### src/hdl/i2cwr_pkg.sv
// ----------------------------------------------------------------------------
// i2cwr_pkg: shared types and constants of the I2C write/read sequencer
// Command and ACK codes, transaction phases, sequencer state and result record.
// ----------------------------------------------------------------------------
package i2cwr_pkg;

  // Longest write or read run; longer counts saturate here.
  localparam logic [7:0] MaxLen = 8'd255;

  // Byte sent while the repeated start is being arranged.
  localparam logic [7:0] DummyByte = 8'hFF;

  // Request codes on the cmd field.
  localparam logic [2:0] CMD_BEGIN      = 3'd0;
  localparam logic [2:0] CMD_START_SENT = 3'd1;
  localparam logic [2:0] CMD_ADDR_ACKED = 3'd2;
  localparam logic [2:0] CMD_TX_EMPTY   = 3'd3;
  localparam logic [2:0] CMD_RX_BYTE    = 3'd4;

  // ACK control codes.
  localparam logic [1:0] ACK_NONE    = 2'd0;
  localparam logic [1:0] ACK_ENABLE  = 2'd1;
  localparam logic [1:0] ACK_DISABLE = 2'd2;

  typedef enum logic [2:0] {
    PH_IDLE    = 3'd0,
    PH_CMD     = 3'd1,
    PH_START   = 3'd2,
    PH_WRITE   = 3'd3,
    PH_RESTART = 3'd4,
    PH_READ    = 3'd5
  } phase_t;

  typedef struct packed {
    phase_t     phase;
    logic [6:0] slave_address;
    logic [7:0] write_remaining;
    logic [7:0] read_remaining;
  } state_t;

  typedef struct packed {
    logic       load_data;
    logic [7:0] data_out;
    logic       write_taken;
    logic       start_request;
    logic       stop_request;
    logic [1:0] ack_control;
    logic       read_valid;
    logic [7:0] read_byte;
    logic       idle;
  } res_t;

  function automatic logic [7:0] clip_len(input logic [7:0] v);
    return (v > MaxLen) ? MaxLen : v;
  endfunction

endpackage

### src/hdl/i2cwr_step.sv
// ----------------------------------------------------------------------------
// i2cwr_step: per-request update of the sequencer
// Works out the next state and the result record for one request.
// ----------------------------------------------------------------------------
module i2cwr_step (
  input  logic [2:0]       cmd,
  input  logic [6:0]       target_address,
  input  logic [7:0]       bytes_to_write,
  input  logic [7:0]       bytes_to_read,
  input  logic [7:0]       data_in,
  input  i2cwr_pkg::state_t state,
  output i2cwr_pkg::state_t state_nxt,
  output i2cwr_pkg::res_t   res
);
  import i2cwr_pkg::*;

  logic [7:0] rd_len;
  logic [7:0] rd_left;

  assign rd_len  = clip_len(bytes_to_read);
  assign rd_left = state.read_remaining - 8'd1;

  always_comb begin
    state_nxt = state;
    res       = '0;
    case (cmd)
      CMD_BEGIN: begin
        // a begin while busy restarts the transaction
        state_nxt.slave_address   = target_address;
        state_nxt.write_remaining = clip_len(bytes_to_write);
        state_nxt.read_remaining  = rd_len;
        state_nxt.phase           = PH_CMD;
        res.ack_control           = (rd_len == 8'd1) ? ACK_DISABLE : ACK_ENABLE;
        res.start_request         = 1'b1;
      end
      CMD_START_SENT: begin
        if (state.phase == PH_CMD) begin
          state_nxt.phase = PH_START;
          res.load_data   = 1'b1;
          res.data_out    = {state.slave_address, 1'b0};
        end else if (state.phase == PH_WRITE) begin
          state_nxt.phase = PH_RESTART;
          res.load_data   = 1'b1;
          res.data_out    = {state.slave_address, 1'b1};
        end
      end
      CMD_ADDR_ACKED: begin
        if (state.phase == PH_START) begin
          state_nxt.phase = PH_WRITE;
        end else if (state.phase == PH_RESTART) begin
          state_nxt.phase = PH_READ;
        end
      end
      CMD_TX_EMPTY: begin
        if (state.phase == PH_WRITE) begin
          if (state.write_remaining != 8'd0) begin
            state_nxt.write_remaining = state.write_remaining - 8'd1;
            res.load_data   = 1'b1;
            res.data_out    = data_in;
            res.write_taken = 1'b1;
          end else if (state.read_remaining != 8'd0) begin
            // asks again on every empty event until the start goes out
            res.start_request = 1'b1;
            res.load_data     = 1'b1;
            res.data_out      = DummyByte;
          end else begin
            res.stop_request = 1'b1;
            state_nxt.phase  = PH_IDLE;
          end
        end
      end
      CMD_RX_BYTE: begin
        if (state.phase == PH_READ && state.read_remaining != 8'd0) begin
          state_nxt.read_remaining = rd_left;
          if (rd_left == 8'd1) begin
            res.ack_control = ACK_DISABLE;
          end else if (rd_left == 8'd0) begin
            res.stop_request = 1'b1;
            state_nxt.phase  = PH_IDLE;
          end
          res.read_valid = 1'b1;
          res.read_byte  = data_in;
        end
      end
      default: begin
        // unused codes leave everything alone
      end
    endcase
    res.idle = (state_nxt.phase == PH_IDLE);
  end

endmodule

### src/hdl/i2cwr_outbuf.sv
// ----------------------------------------------------------------------------
// i2cwr_outbuf: two-entry result buffer
// Output register plus skid entry; takes a new result while one waits.
// ----------------------------------------------------------------------------
module i2cwr_outbuf (
  input  logic            clk,
  input  logic            rst_n,
  input  logic            push_valid,
  output logic            push_stall,
  input  i2cwr_pkg::res_t push_res,
  output logic            pop_valid,
  input  logic            pop_stall,
  output i2cwr_pkg::res_t pop_res
);
  import i2cwr_pkg::*;

  logic main_valid_r;
  logic skid_valid_r;
  res_t main_res_r;
  res_t skid_res_r;
  logic push;
  logic pop;

  assign push_stall = skid_valid_r;
  assign push       = push_valid & ~skid_valid_r;
  assign pop        = main_valid_r & ~pop_stall;
  assign pop_valid  = main_valid_r;
  assign pop_res    = main_res_r;

  always_ff @(posedge clk) begin
    if (!rst_n) begin
      main_valid_r <= 1'b0;
      skid_valid_r <= 1'b0;
    end else if (pop) begin
      if (skid_valid_r) begin
        main_res_r   <= skid_res_r;
        skid_valid_r <= 1'b0;   // no push while skid is full
      end else begin
        main_valid_r <= push;
        if (push) begin
          main_res_r <= push_res;
        end
      end
    end else if (push) begin
      if (main_valid_r) begin
        skid_valid_r <= 1'b1;
        skid_res_r   <= push_res;
      end else begin
        main_valid_r <= 1'b1;
        main_res_r   <= push_res;
      end
    end
  end

endmodule

### src/hdl/i2c_master_write_read_sequencer.sv
// ----------------------------------------------------------------------------
// i2c_master_write_read_sequencer: I2C master combined write/read sequencer
// Requests on the in_ channel are a begin command or a byte-engine event
// (start sent, address acked, transmit empty, byte received). Each request
// yields exactly one result on the out_ channel: byte to load, start/stop
// requests, ACK control, received byte and an idle flag.
// The result of a taken request is registered in the result buffer before out_valid shows it.
// Throughput: one request per cycle while in_stall is low; the state update is a single pass
// through the step logic between the state registers and the output register.
// Reset (rst_n low, synchronous): phase goes idle, address and counters clear,
// the result buffer empties and in_stall drops.
// Stall: results sit in a two-entry buffer; with out_stall high one further
// request is still taken, then in_stall rises until out_stall releases.
// ----------------------------------------------------------------------------
module i2c_master_write_read_sequencer (
  input  logic       clk,
  input  logic       rst_n,
  // request channel
  input  logic       in_valid,
  output logic       in_stall,
  input  logic [2:0] in_cmd,
  input  logic [6:0] in_target_address,
  input  logic [7:0] in_bytes_to_write,
  input  logic [7:0] in_bytes_to_read,
  input  logic [7:0] in_data_in,
  // result channel
  output logic       out_valid,
  input  logic       out_stall,
  output logic       out_load_data,
  output logic [7:0] out_data_out,
  output logic       out_write_taken,
  output logic       out_start_request,
  output logic       out_stop_request,
  output logic [1:0] out_ack_control,
  output logic       out_read_valid,
  output logic [7:0] out_read_byte,
  output logic       out_idle
);
  import i2cwr_pkg::*;

  state_t state_r;
  state_t state_nxt;
  res_t   step_res;
  res_t   out_res;
  logic   accept;

  assign accept = in_valid & ~in_stall;

  // Next state and result for the request on the input ports.
  i2cwr_step u_step (
    .cmd            (in_cmd),
    .target_address (in_target_address),
    .bytes_to_write (in_bytes_to_write),
    .bytes_to_read  (in_bytes_to_read),
    .data_in        (in_data_in),
    .state          (state_r),
    .state_nxt      (state_nxt),
    .res            (step_res)
  );

  // State moves only when a request is actually taken.
  always_ff @(posedge clk) begin
    if (!rst_n) begin
      state_r.phase           <= PH_IDLE;
      state_r.slave_address   <= '0;
      state_r.write_remaining <= '0;
      state_r.read_remaining  <= '0;
    end else if (accept) begin
      state_r <= state_nxt;
    end
  end

  // Result register with skid entry; in_stall comes straight from a flop.
  i2cwr_outbuf u_outbuf (
    .clk        (clk),
    .rst_n      (rst_n),
    .push_valid (in_valid),
    .push_stall (in_stall),
    .push_res   (step_res),
    .pop_valid  (out_valid),
    .pop_stall  (out_stall),
    .pop_res    (out_res)
  );

  assign out_load_data     = out_res.load_data;
  assign out_data_out      = out_res.data_out;
  assign out_write_taken   = out_res.write_taken;
  assign out_start_request = out_res.start_request;
  assign out_stop_request  = out_res.stop_request;
  assign out_ack_control   = out_res.ack_control;
  assign out_read_valid    = out_res.read_valid;
  assign out_read_byte     = out_res.read_byte;
  assign out_idle          = out_res.idle;

endmodule

### config.mk
export PLATFORM = sky130hd
export DESIGN_NAME = i2c_master_write_read_sequencer
export DESIGN_NICKNAME = d
export VERILOG_FILES = /design/src/hdl/i2cwr_pkg.sv /design/src/hdl/i2cwr_step.sv /design/src/hdl/i2cwr_outbuf.sv /design/src/hdl/i2c_master_write_read_sequencer.sv
export SDC_FILE = /design/constraint.sdc
export NUM_CORES = 1
export LEC_CHECK = 0
export BUFFER_PORTS_ARGS = -buffer_cell sky130_fd_sc_hd__buf_2
export CORE_MARGIN = 5
export CORE_UTILIZATION = 44
export CTS_CLUSTER_SIZE = 8
export DETAILED_ROUTE_END_ITERATION = 10
export GPL_ROUTABILITY_DRIVEN = 0
export GPL_TIMING_DRIVEN = 0
export MAX_ROUTING_LAYER = met4
export PLACE_DENSITY = 0.7
export SYNTH_ARGS = -nofsm -noshare
export SYNTH_HDL_FRONTEND = slang
export SYNTH_HIERARCHICAL = 1
export SYNTH_SLANG_ARGS = --single-unit
### constraint.sdc
create_clock -name clk -period 2.84 [get_ports clk]
set_clock_uncertainty 0.15 [all_clocks]
set_input_delay 0.142 -clock clk [delete_from_list [all_inputs] [get_ports clk]]
set_output_delay 0.142 -clock clk [all_outputs]
set_load 0.02 [all_outputs]
== Word-level counts from Yosys, hierarchy flattened ==
Index checks and enable logic that the tools add are counted.

* Output and inout bits: 26
* Bits in registers: 76
* Bits of input ports: 38

* $add $sub $neg: 2
* $lt $le $gt $ge: 2
* Bitwise gates (word level): 6
* Reductions and logical operators: 18
* Muxes and demuxes: 46
* Equality and inequality tests: 16

{| class="wikitable"
|+ Operator list
! cell !! count
|-
| $mux W24 || 5
|-
| $mux W9 || 5
|-
| $mux W8 || 5
|-
| $pmux W8 S2 || 2
|-
| $mux W3 || 10
|-
| $mux W12 || 2
|-
| $pmux W9 S2 || 1
|-
| $eq A8 B1 Y1 const B || 2
|-
| $gt A8 B8 Y1 const B || 2
|-
| $reduce_bool A8 Y1 || 2
|-
| $sub A8 B1 Y8 const B || 2
|-
| $pmux W3 S5 || 1
|-
| $eq A3 B2 Y1 const B || 4
|-
| $reduce_and A4 Y1 || 3
|-
| $eq A3 B3 Y1 const B || 3
|-
| $mux W1 || 9
|-
| $logic_not A8 Y1 || 1
|-
| $reduce_bool A2 Y1 || 4
|-
| $eq A3 B1 Y1 const B || 2
|-
| $logic_not A3 Y1 || 2
|-
| $mux W2 || 3
|-
| $ne A2 B1 Y1 const B || 3
|-
| $reduce_and A2 Y1 || 3
|-
| $ne A2 B2 Y1 const B || 2
|-
| 7 further kinds || 12
|}

== Longest topological paths before layout ==
Gate-level depths: netlist of the first run.

* Word-level depth: 10
* Mapped depth: 12
* Depth with buffers taken out: 11

== Cells and area by module ==
The synthesis of the first run kept the hierarchy.

{| class="wikitable"
|+ Modules (own cells, without submodules)
! module !! cells each !! area each (µm²) !! times used !! sequential area each (µm²)
|-
| i2cwr_outbuf || 88 || 1926.8 || 1 || 1481.4
|-
| i2cwr_step || 230 || 1320.0 || 1 || 0.0
|-
| i2c_master_write_read_sequencer || 114 || 1079.8 || 1 || 520.5
|}

== Least setup slack after synthesis of the first run ==
No wires, ideal clock.

* Path type: register to register
* Start point: register u_outbuf.skid_valid_r, in the netlist u_outbuf/push_stall
* End point: register u_outbuf.main_res_r (netlist bit u_outbuf/pop_res[0]) (enable)
* Path slack: -0.363 ns
* Setup time: 0.446 ns
* Arrival: 2.608 ns
* Data required time: 2.244 ns
* Buffers on the path: 0
* Cell stages (with the launch flop): 3
* Cell sequence: dfxtp_1 > nand2b_1 > a221oi_1

* Cells in the longest elaborated chain, start to end: 4
* Elaborated cells between the ends (all ways): 5

{| class="wikitable"
|+ Ends and longest elaborated chain
! element !! line !! source
|-
| start, declared || i2cwr_outbuf.sv:18 || <nowiki>logic skid_valid_r;</nowiki>
|-
| start signal, assigned || i2cwr_outbuf.sv:33 || <nowiki>skid_valid_r <= 1'b0;</nowiki>
|-
| start signal, assigned || i2cwr_outbuf.sv:37 || <nowiki>skid_valid_r <= 1'b0;</nowiki>
|-
| start signal, assigned || i2cwr_outbuf.sv:46 || <nowiki>skid_valid_r <= 1'b1;</nowiki>
|-
| $not A1 Y1 || i2cwr_outbuf.sv:25 || <nowiki>assign push = push_valid & ~skid_valid_r;</nowiki>
|-
| $and A1 B1 Y1 || i2cwr_outbuf.sv:25 ||
|-
| $reduce_bool A2 Y1 (no source line) || n/a ||
|-
| $reduce_and A4 Y1 (no source line) * || n/a ||
|-
| end signal, assigned || i2cwr_outbuf.sv:36 || <nowiki>main_res_r <= skid_res_r;</nowiki>
|-
| end signal, assigned || i2cwr_outbuf.sv:41 || <nowiki>main_res_r <= push_res;</nowiki>
|-
| end signal, assigned || i2cwr_outbuf.sv:50 || <nowiki>main_res_r <= push_res;</nowiki>
|-
| end, declared || i2cwr_outbuf.sv:19 || <nowiki>res_t main_res_r;</nowiki>
|}

Mark *: on every way between the ends. The rest lies on a longest branch, timed or not.
A chain may end at the register's enable or synchronous reset.

==> run metrics, run 1 <==
status complete, no violations; critical path endpoint u_outbuf/pop_res[0]; Async S/R FF share, synth 0; Via density 5.21; gr ovfl total 0; initial drt markers 250; Initial Utilization 0.447; Max-slew headroom 0.629; Syn Nets between 400 and 500; I/O Buffers 63; setup TNS 0 ps; WP data required 2910 ps; Area Overhead vs Synth 21.8%; CP arrival 2760 ps; clock sinks 76; worst-margin pin slew 554 ps; WS Path Type reg -> reg; Yosys cell types 62; Worst Setup SP state_r[0]; RSZ-0062 raised after global routing false; first-pass GRT wire length 16000 µm; worst r2r src state_r[0]; vias in the first global route 3327; P_leak 2.24 nW; Die Area 11900 µm²; Seq/Total Area, Yosys 0.463; R2R Path End u_outbuf/pop_res[0]; Final Slew Violations 0; Max Freq 372 MHz; # Max-Cap Violations 0; CP Capture Type flop; postcts setup bufs 0; initial antenna violation count 0; Root Driver clkbuf_8; I/O pin cnt 64; DIE WIDTH 109 µm; vias between 3000 and 4000; peak supply drop 0.202 mV; most frequent cells in the layout nand2_1, buf_2, edfxtp_1, nor2_1, dfxtp_1; CTS clk-pin slew, worst paths 90 ps; leading cell type in the layout, fill and taps excluded nand2_1; Core Region 9680 µm²; Longest Clk Path Bufs 2; Hold Path Class in -> reg; TritonCTS clock tree built; worst skew pair latency approximately 350 ps; wirelength, routed slightly below 10000 µm; Util after Layout 0.544; Total Power 2.46 mW; filler instances 850; cell count after placement 630; Total GRT Usage 0.176; final setup fails 0; WL/cell 14.5 µm; Rows 36; crit path launch type flop; syn_area_per_cell 10.0 µm²; Initial DRT Pass Iterations 5; power density cells 466 nW/µm²; Ys Warns 6; Final Hold Fails 0; hpwl dp 7080 µm; fraction of layout cells with a size suffix above 1 0.271; Hold Worst Slack 16.2 ps; Antenna Cells 0; Post-synth EDFFs 48; post-layout net count 569; top_reg_cell synth edfxtp_1; reg2reg path depth 9; Non-Filler Instances 664; minimum clock period 2690 ps; CTS Buf Count 9; Critical Path Fanout Max 8; Mapped Area about 4300 µm²; reg2reg setup slack 150 ps; post-route ant nets 0; final period utilization 0.947; FF+latch count, synth 76; Die Span Y 109 µm; drt drc 0; H-tree depth 3; largest net degree at the start of global routing 22; Post-Syn Instances 432
repair_timing:
| item | CTS | global route |
|---|---|---|
| endpoints found under the setup margin | 0 | 22 |
| hold buffers | 18 | 0 |
| hold endpoints to repair | 17 | 0 |
| gates resized for setup | 0 | 2 |
metrics by stage:
step | setup WS, ps | area [µm²]
2_1_floorplan | 421 | 4330
6_report | 151 | 5270
5_1_grt | 19.6 | 5270
3_5_place_dp | 112 | 4860
4_1_cts | 70.0 | 5260
3_3_place_gp | 139 | 4810
logic make-up after synthesis:
logic type | count (synthesis) | synth area share
compound gates | 67 | 0.0986
buf+inv | 30 | 0.0474
xor+xnor | 4 | 0.00810
mux | 51 | 0.142
simple gates | 199 | 0.226
fa+ha+maj | 5 | 0.0145
flops | 76 | 0.463
how the worst min path moves through the flow:
stage                     cells after the start                  from                     end
after global placement                        2           state_r[25]             state_r[25]
final                                         2         in_data_in[0]  u_outbuf/skid_res_r[1]
after CTS                                     5  in_bytes_to_write[2]             state_r[10]
after global routing                          2         in_data_in[0]  u_outbuf/skid_res_r[1]
after detailed placement                      2           state_r[23]             state_r[23]
after floorplan                               2                 rst_n      u_outbuf/pop_valid
registers in the layout (all words and copies together), names as in the netlist:
register	count
u_outbuf/pop_res	24
state_r	26
u_outbuf/pop_valid	1
u_outbuf/skid_res_r	24
u_outbuf/push_stall	1
synthesized netlist by cell type (3+ instances only):
master      n  area share
and2_1     10       0.014
buf_6       4       0.010
inv_1       5      0.0043
buf_2       8      0.0093
clkbuf_1    6      0.0052
nand2_1   104       0.090
or2_2       3      0.0043
nand3b_1    3      0.0052
nand3_1     4      0.0046
ha_1        5       0.014
o21ai_0    17       0.020
nor2_1     30       0.026
edfxtp_1   48        0.33
and3_1      4      0.0058
nand2b_1    4      0.0058
mux2i_1    27       0.062
a21oi_1    13       0.015
dfxtp_1    28        0.13
o21ai_1     6      0.0069
a21o_1      3      0.0052
nor2b_1     3      0.0043
a221o_1     3      0.0069
mux2_2      4       0.010
o211ai_1    3      0.0052
a211o_1     3      0.0061
o22ai_1     4      0.0058
nor3_1      9       0.010
buf_12      3       0.014
a21boi_0    3      0.0052
mux2_4     20       0.069
metal layers:
layer	vias up	track usage	wire length [µm]
met1	1596	0.233	4500
met4	0	0.0703	178
met2	126	0.271	4480
li1	1721	-	-
met5	-	-	0
met3	16	0.0261	488
area by class of cell:
type,count,area [µm²],area share
sequential,76,2000,0.380
timing repair buffer,83,526,0.0997
tap,133,166,0.0316
multi-input combinational,326,2150,0.408
buffer,23,179,0.0339
inverter,7,26.3,0.00498
clock inverter,7,100,0.0190
clock buffer,9,124,0.0235
worst max-delay path: stages, from the launching register on:
cell	delay [ps]
dfxtp_1	390
inv_1	110
ha_2	250
or3b_2	500
xor2_1	150
o211ai_1	160
nor4_2	310
nor2_1	90
o22ai_1	230
mux2_2	210
power by group:
| part | switching, mW | total, mW | leakage [nW] | internal, mW |
|---|---|---|---|---|
| registers | 0.0209 | 1.22 | 0.689 | 1.20 |
| clock network | 0.428 | 0.928 | 0.109 | 0.501 |
| logic | 0.172 | 0.311 | 1.44 | 0.139 |
Note: power is estimated with default switching activity, not from simulation.
==> run 2: changes to the inputs <==
SETUP_SLACK_MARGIN = 0.2   (was not set)
==> run 2 against run 1 <==
Effect of this change:
- sequential power barely moved
- global-route usage barely moved
- maximum frequency increased by 8.7%
- register-to-register slack better by 220 ps
- largest power group unchanged
- first-iteration DRC count grew 8.8%
- wire length up 0.21%
- cell area rose by 0.45%
- highest routed layer unchanged
==> run metrics, run 2 (same netlist as run 1, synthesis figures left out) <==
Via density 5.22 (+0.12%); status complete, no violations; Core Region 9680 µm² (unchanged); P_leak 2.25 nW (+0.32%); post-route ant nets 0 (unchanged); WS Path Type reg -> reg; H-tree depth 3 (unchanged); Total GRT Usage 0.176 (about the same); vias 3463 (+0.12%); CP Capture Type flop; peak supply drop 0.202 mV (+0.27%); Initial Utilization 0.447 (unchanged); Final Hold Fails 0 (unchanged); minimum clock period 2470 ps (-216 ps); most frequent cells in the layout nand2_1, buf_2, edfxtp_1, nor2_1, mux2i_1; CTS Buf Count 9 (unchanged); first-pass GRT wire length 16100 µm (+0.17%); Die Span Y 109 µm (unchanged); power density cells 465 nW/µm² (-0.22%); drt drc 0 (unchanged); worst-margin pin slew 595 ps (+41.1 ps); HP Start in_data_in[0]; Critical Path Fanout Max 9 (+1); Antenna Cells 0 (unchanged); initial drt markers 272 (+8.8%); gr ovfl total 0 (unchanged); final setup fails 0 (unchanged); Die Area 11900 µm² (unchanged); worst skew pair latency 350 ps (about the same); Area Overhead vs Synth 22.4%; clock sinks 76 (unchanged); DIE WIDTH 109 µm (unchanged); CP arrival 2430 ps (-330 ps); Rows 36 (unchanged); Max Freq 404 MHz (+8.7%); I/O pin cnt 64 (unchanged); Max-slew headroom 0.600 (-0.0297); worst r2r src state_r[11]; wirelength, routed 9670 µm (+0.21%); Hold Path Class in -> reg; hpwl dp 7080 µm (unchanged); Root Driver clkbuf_8; WL/cell 14.6 µm (+0.21%); fraction of layout cells with a size suffix above 1 0.282 (+0.0113); # Max-Cap Violations 0 (unchanged); initial antenna violation count 0 (unchanged); largest net degree at the start of global routing 22 (unchanged); crit path launch type flop; final period utilization 0.871 (-0.0759); reg2reg setup slack 370 ps (+220 ps); Top reg by flops state_r; RSZ-0062 raised after global routing false; Util after Layout 0.547 (+0.00245); hold path cells 2 (unchanged); leading cell type in the layout, fill and taps excluded nand2_1; CTS clk-pin slew, worst paths 80 ps (about the same); Longest Clk Path Bufs 2 (unchanged); I/O Buffers 63 (unchanged); setup TNS 0 ps (unchanged); postcts setup bufs 0 (unchanged); TritonCTS clock tree built; WP data required 2800 ps (-110 ps); Initial DRT Pass Iterations 5 (unchanged); R2R Path End u_outbuf/pop_res[19]; Final Slew Violations 0 (unchanged); max reg flops 26 (unchanged); post-layout net count 569 (unchanged); reg2reg path depth 6 (-3); vias in the first global route 3323 (-0.12%); hold worst-path end u_outbuf/skid_res_r[1]
-- run 2: cell counts in the layout (fill, tap and decap cells not counted) --
No cell type changed its count.
-- run 2: timing repair --
| action | 4_1_cts | 5_1_grt |
|---|---|---|
| endpoints found under the hold margin | 17 | 0 |
| resized for setup | 1 | 9 |
| endpoints found under the setup margin | 22 | 30 |
| pin swaps | 1 | 4 |
| hold buffers | 18 | 0 |
-- run 2: report_power, final --
part | internal [mW] | switching [mW]
Sequential | 1.20 | 0.0211
Combinational | 0.142 | 0.173
Clock | 0.501 | 0.428
Total | 1.84 | 0.623
-- run 2: how the worst max path moves through the flow --
stage / depth (start not counted) / slack [ps] / from / to
global placement: 9 / 140 / state_r[0] / u_outbuf/pop_res[0]
detailed placement: 9 / 110 / state_r[0] / u_outbuf/pop_res[0]
CTS: 9 / 140 / state_r[0] / u_outbuf/pop_res[0]
global route: 6 / 230 / state_r[11] / u_outbuf/pop_res[19]
floorplan: 2 / 420 / u_outbuf/push_stall / u_outbuf/pop_res[0]
finish: 6 / 370 / state_r[11] / u_outbuf/pop_res[19]
-- run 2: layout make-up --
cell class | instances | area (µm²)
timing repair buffer | 83 | 526
inverter | 7 | 26.3
tap | 133 | 166
sequential | 76 | 2000
clock inverter | 7 | 100
multi-input combinational | 326 | 2170
fill | 846 | 4390
buffer | 23 | 179
clock buffer | 9 | 124
-- run 2: worst max-delay path: stages, from the launching register on --
cell     delay [ps]
dfxtp_1         380
or4_4           580
nor4b_4         370
nand2_1         140
nand2_2         180
o21ai_0         150
mux2_4          280
-- run 2: metrics by stage --
stage | power, mW | worst slack, ps | instances | area (µm²) | hold WS, ps
after floorplan | 1.43 | 421 | 432 | 4330 | 161
after global routing | 2.57 | 228 | 664 | 5300 | 5.91
after CTS | 2.48 | 140 | 664 | 5270 | 0.0662
after global placement | 1.52 | 139 | 628 | 4810 | 292
final | 2.46 | 367 | 664 | 5300 | 15.5
after detailed placement | 1.53 | 112 | 630 | 4860 | 304
-- run 2: per-layer routing --
layer / vias up / share of wire / track usage
li1: 1722 / - / -
met1: 1613 / 0.47 / 0.234
met2: 112 / 0.47 / 0.271
met3: 16 / 0.048 / 0.0261
met4: 0 / 0.018 / 0.0703
met5: - / 0 / -
